File: config.mk
export PLATFORM = sky130hd
export DESIGN_NAME = pli_cell
export DESIGN_NICKNAME = d
export VERILOG_FILES = /design/src/rtl/pli_pkg.sv /design/src/rtl/pli_cell.sv
export SDC_FILE = /design/constraint.sdc
export NUM_CORES = 1
export LEC_CHECK = 0
export BUFFER_PORTS_ARGS = -buffer_cell sky130_fd_sc_hd__buf_4
export CAP_MARGIN = 20
export CORE_UTILIZATION = 43
export DETAILED_ROUTE_END_ITERATION = 16
export MAX_ROUTING_LAYER = met4
export PLACE_DENSITY = 0.87
export SYNTH_ARGS = -nofsm -noshare
export SYNTH_HDL_FRONTEND = slang
export SYNTH_SLANG_ARGS = --single-unit
export TNS_END_PERCENT = 1
File: constraint.sdc
create_clock -name clk -period 6.1 [get_ports clk]
set_clock_uncertainty 0.1 [all_clocks]
set_input_delay 0.61 -clock clk [delete_from_list [all_inputs] [get_ports clk]]
set_output_delay 0.61 -clock clk [all_outputs]
set_load 0.01 [all_outputs]
File: src/rtl/pli_pkg.sv
// Shared codes and types for the positional list insert/delete block.
package pli_pkg;

  localparam int DATA_W = 32;
  localparam int POS_W = 7;
  localparam int ACT_W = 3;
  localparam int STAT_W = 2;
  localparam int CNT_OUT_W = 7;

  localparam logic [ACT_W-1:0] ACT_INS_FRONT = 3'd0;
  localparam logic [ACT_W-1:0] ACT_INS_END = 3'd1;
  localparam logic [ACT_W-1:0] ACT_INS_POS = 3'd2;
  localparam logic [ACT_W-1:0] ACT_DEL_FRONT = 3'd3;
  localparam logic [ACT_W-1:0] ACT_DEL_END = 3'd4;
  localparam logic [ACT_W-1:0] ACT_DEL_POS = 3'd5;

  localparam logic [STAT_W-1:0] ST_OK = 2'd0;
  localparam logic [STAT_W-1:0] ST_EMPTY = 2'd1;
  localparam logic [STAT_W-1:0] ST_RANGE = 2'd2;
  localparam logic [STAT_W-1:0] ST_FULL = 2'd3;

  localparam logic [1:0] KIND_HOLD = 2'd0;
  localparam logic [1:0] KIND_INS = 2'd1;
  localparam logic [1:0] KIND_DEL = 2'd2;

  typedef struct packed {
    logic [1:0] kind;
    logic       hit;
    logic       above;
  } pli_cell_ctrl_t;

endpackage

File: src/rtl/pli_cell.sv
// One list slot: holds an entry and shifts toward either neighbor on command.
module pli_cell (
  input  logic                          clk,
  input  pli_pkg::pli_cell_ctrl_t       ctrl,
  input  logic [pli_pkg::DATA_W-1:0]    value,
  input  logic [pli_pkg::DATA_W-1:0]    left,
  input  logic [pli_pkg::DATA_W-1:0]    right,
  output logic [pli_pkg::DATA_W-1:0]    entry,
  output logic [pli_pkg::DATA_W-1:0]    tap
);
  import pli_pkg::*;

  logic [DATA_W-1:0] entry_next;

  always_comb begin
    entry_next = entry;
    case (ctrl.kind)
      KIND_INS: begin
        if (ctrl.hit) begin
          entry_next = value;
        end else if (ctrl.above) begin
          entry_next = left;
        end
      end
      KIND_DEL: begin
        if (ctrl.hit || ctrl.above) begin
          entry_next = right;
        end
      end
      default: begin
        entry_next = entry;
      end
    endcase
  end

  always_ff @(posedge clk) begin
    entry <= entry_next;
  end

  assign tap = ctrl.hit ? entry : '0;

endmodule

==> After elaboration in Yosys (flattened, before gate mapping) <==
Index checks and enable logic that the tools add are counted.
{ "op_classes": {"n_eq_ne": 4, "muxes": 5, "reduce_logical": 3} }
{ "ops": {"columns": ["cell", "count"], "rows": [
  ["$mux 32", 4],
  ["$pmux 32 s2", 1],
  ["$ne 3x3->1 const B", 1],
  ["$reduce_and 3->1", 1],
  ["$eq 2x1->1 const B", 1],
  ["$eq 2x2->1 const B", 1],
  ["$ne 2x2->1 const B", 1],
  ["$reduce_bool 2->1", 1],
  ["$logic_or 1x1->1", 1]
]} }
{ "totals": {"reg_bits": 32, "in_bits": 101, "out_inout_bits": 64, "wordCells": 13} }

==> Longest topological paths before layout <==
{ "logic_depth": {"depth_word": 3, "depth_mapped": 4, "mapped_depth_nobuf": 2} }

==> Worst setup path after synthesis <==
No wires, ideal clock.
{ "synth_path": {"path_type": "input -> register", "from": "input port ctrl[2] in the netlist's numbering", "to": "register entry[0] in the netlist's numbering, enable pin", "setup_time_ps": 432, "t_arrival_ps": 2648, "required_ps": 5568, "setup_slack_ps": 2921, "cell_stages": 4, "path_buffers": 2, "cell_sequence": "nand2b_1 -> buf_2 -> buf_4 -> a21oi_1"} }
{ "synth_via": {"elab_chain_len": 3, "elab_cells_between_ends": 6, "classes_between": "eq/ne (4); reduce/logical (2)"} }
{ "synth_lines": {"columns": ["element", "line_no", "rtl"], "rows": [
  ["from (decl)", "pli_cell.sv:4", "input pli_pkg::pli_cell_ctrl_t ctrl,"],
  ["$eq 2x1->1 or $eq 2x2->1 (tied branches)", "pli_cell.sv:17", "case (ctrl.kind)"],
  ["$ne 3x3->1 (no line), or another cell as far along", null, null],
  ["$reduce_and 3->1 (no line) *", null, null],
  ["to (signal assigned)", "pli_cell.sv:37", "entry <= entry_next;"],
  ["to (decl)", "pli_cell.sv:8", "output logic [pli_pkg::DATA_W-1:0] entry,"]
]} }
Every way passes the cells marked *; elsewhere a longest branch is shown, timed or not.
A chain may end at the register's enable or synchronous reset.

==> Final worst setup path <==
{ "layout_path": {"from": "input port ctrl[2] in the netlist's numbering", "to": "register entry[18] in the netlist's numbering, enable pin"} }
The elaborated chain is that of the path after synthesis.

==> impl_metrics.env <==
export IMPL_period_minus_slack_ns=2.55
export IMPL_crit_required_ns=5.89
export IMPL_io_pins=165
export IMPL_ant_nets=0
export IMPL_ys_ff_latch=32
export IMPL_slew_violations=0
export IMPL_drive_above_1_share_pct=78.0
export IMPL_final_util_pct=76.2
export IMPL_cts_resized=0
export IMPL_yosysWarningCount=0
export IMPL_critPathArrivalTime_ns=2.34
export IMPL_syn_num_nets=244
export IMPL_yosysSeqAreaShare_pct=46.5
export IMPL_power_density_mw_per_mm2=205
export IMPL_cts_buffers=5
export IMPL_rsz0062_at_grt="no"
export IMPL_grt_use_total_pct=22.6
export IMPL_status="finished, violations left"
export IMPL_cts_sinks=32
export IMPL_ys_top_cells_by_area="edfxtp_1 46%, mux2_2 22%, mux2_4 17%, and2_1 9.7%, buf_6 1.6%"
export IMPL_dp_slack_ns=3.24
export IMPL_dominantRegCellSynth="edfxtp_1"
export IMPL_path_max_fanout=33
export IMPL_dp_hpwl_um=4320
export IMPL_row_count=24
export IMPL_fmax_mhz=393
export IMPL_vias_per_cell=4.82
export IMPL_die_w_um=71.4
export IMPL_tightestPinTransition_ns=0.973
export IMPL_synth_most_common_cell="mux2_2"
export IMPL_cts_root_buf="clkbuf_8"
export IMPL_synth_edff_count=32
export IMPL_synth_top_cells_by_count="40 x mux2_2, 32 x and2_1, 32 x edfxtp_1"
export IMPL_cts_hold_fix_buffers=0
export IMPL_p_leak_uw=0.00162
export IMPL_crit_start="ctrl[2]"
export IMPL_die_h_um=71.4
export IMPL_crit_end="entry[18]"
export IMPL_reg_top3="entry (32)"
export IMPL_initial_core_util_pct=46.2
export IMPL_finalWorstSetupSlack_ns=3.55
export IMPL_path_clk_slew_ns=0.07
export IMPL_core_mm2=0.00447
export IMPL_cap_violations=0
export IMPL_clock_path_buffers=2
export IMPL_max_slew_margin_rel_pct=35.0
export IMPL_regMostFlops="entry"
export IMPL_diodes=0
export IMPL_synth_area_mm2=0.00207
export IMPL_cts_tree="built"
export IMPL_post_synth_num_cell_types=11
export IMPL_fin_area_mm2=0.00341
export IMPL_cp_end_kind="register"
export IMPL_vdd_drop_max_v=0.000129
export IMPL_hold_viol=0
export IMPL_portBuffers=164
export IMPL_synth_top_cell_area_share_pct=46.5
export IMPL_placed_cell_area_mm2=0.00330
export IMPL_finalSetupViolations=0
export IMPL_crit_type="input port to register"
export IMPL_grt_pass1_wl_um=8250
export IMPL_vias=1715
export IMPL_drt_iter0_markers=58
export IMPL_largest_register_ffs=32
export IMPL_gr_total_overflow=0
export IMPL_fin_nets=404
export IMPL_drc_errors=11
export IMPL_h_tree_depth=2
export IMPL_post_cts_buffers=0
export IMPL_period_share_pct=41.7
export IMPL_area_delta_synth_final_pct=64.9
export IMPL_synth_top_area_cell="edfxtp_1"
export IMPL_grt_pass1_vias=1761
export IMPL_crit_path_start_kind="input port"
export IMPL_die_area_mm2=0.00509
export IMPL_fin_tns_setup_ns=0
export IMPL_wl_um=5540
export IMPL_grt_max_degree=66
export IMPL_place_gp_congestion=0.785
export IMPL_dr_pass1_iters=11
export IMPL_violations="design-rule violations"
export IMPL_avgSynthCellArea_um2=14.5
export IMPL_grt_antenna_before_repair=0
export IMPL_hp_class="input port to register"
export IMPL_synth_cells=143
export IMPL_async_reset_ff_share_pct=0
export IMPL_totalPowerFinal_uw=699
export IMPL_wl_per_cell_um=15.5
## worst min path at each step
stage,from,to,slack (ns),cells past startpoint
after global placement,right[21],entry[21],0.81,2
final,right[31],entry[31],0.53,2
after global routing,right[13],entry[13],0.52,2
after CTS,right[31],entry[31],0.52,2
after detailed placement,right[18],entry[18],0.81,2
after floorplan,right[22],entry[22],0.73,1
## cell usage in the layout (no fill, tap or decap)
cell type / n
mux2_2: 40
bufinv_16: 1
and2_1: 32
clkbuf_8: 5
clkbuf_1: 1
buf_4: 164
clkinv_2: 1
nand2b_1: 1
a21oi_4: 1
nand2b_2: 1
nor2_1: 1
edfxtp_1: 32
mux2_4: 24
## where the power goes
| group | internal [uW] | total [uW] | switching (uW) |
|---|---|---|---|
| Combinational | 139 | 216 | 77.0 |
| Sequential | 275 | 290 | 14.8 |
| Clock | 121 | 193 | 72.3 |
## metrics by stage
step	hold WS, ns	std cells
finish	0.531	356
global route	0.518	356
CTS	0.525	356
detailed placement	0.814	348
global placement	0.812	348
floorplan	0.728	143
## cell families (layout without fill, tap and decap cells)
group,after synthesis,count (layout),share of synthesized area [%]
buffers and inverters,11,172,3.63
AO/OA/AOI/OAI,1,1,0.242
flip-flops,32,32,46.5
AND/OR/NAND/NOR,35,35,10.5
multiplexers,64,64,39.2
## routing by layer
layer	vias to the layer above	track usage [%]	wire length, um	part of all wire, %
met5	-	-	0	0
met1	766	24.5	2030	37
li1	837	-	-	-
met4	0	9.78	158	2.9
met3	12	6.47	480	8.7
met2	100	38.8	2860	52
## critical path: stages
cell and delay (ns):
buf_4 0.11, nand2b_2 0.61, a21oi_4 0.99
## cell type report
cell class | instances | area (um^2)
clock buffers | 6 | 72.6
repair buffers | 164 | 1230
fillers | 291 | 1060
well taps | 52 | 65.1
clock inverters | 2 | 35.0
multi-input cells | 100 | 1050
flip-flops and latches | 32 | 961
No activity file was read; power rests on OpenSTA's default activity.
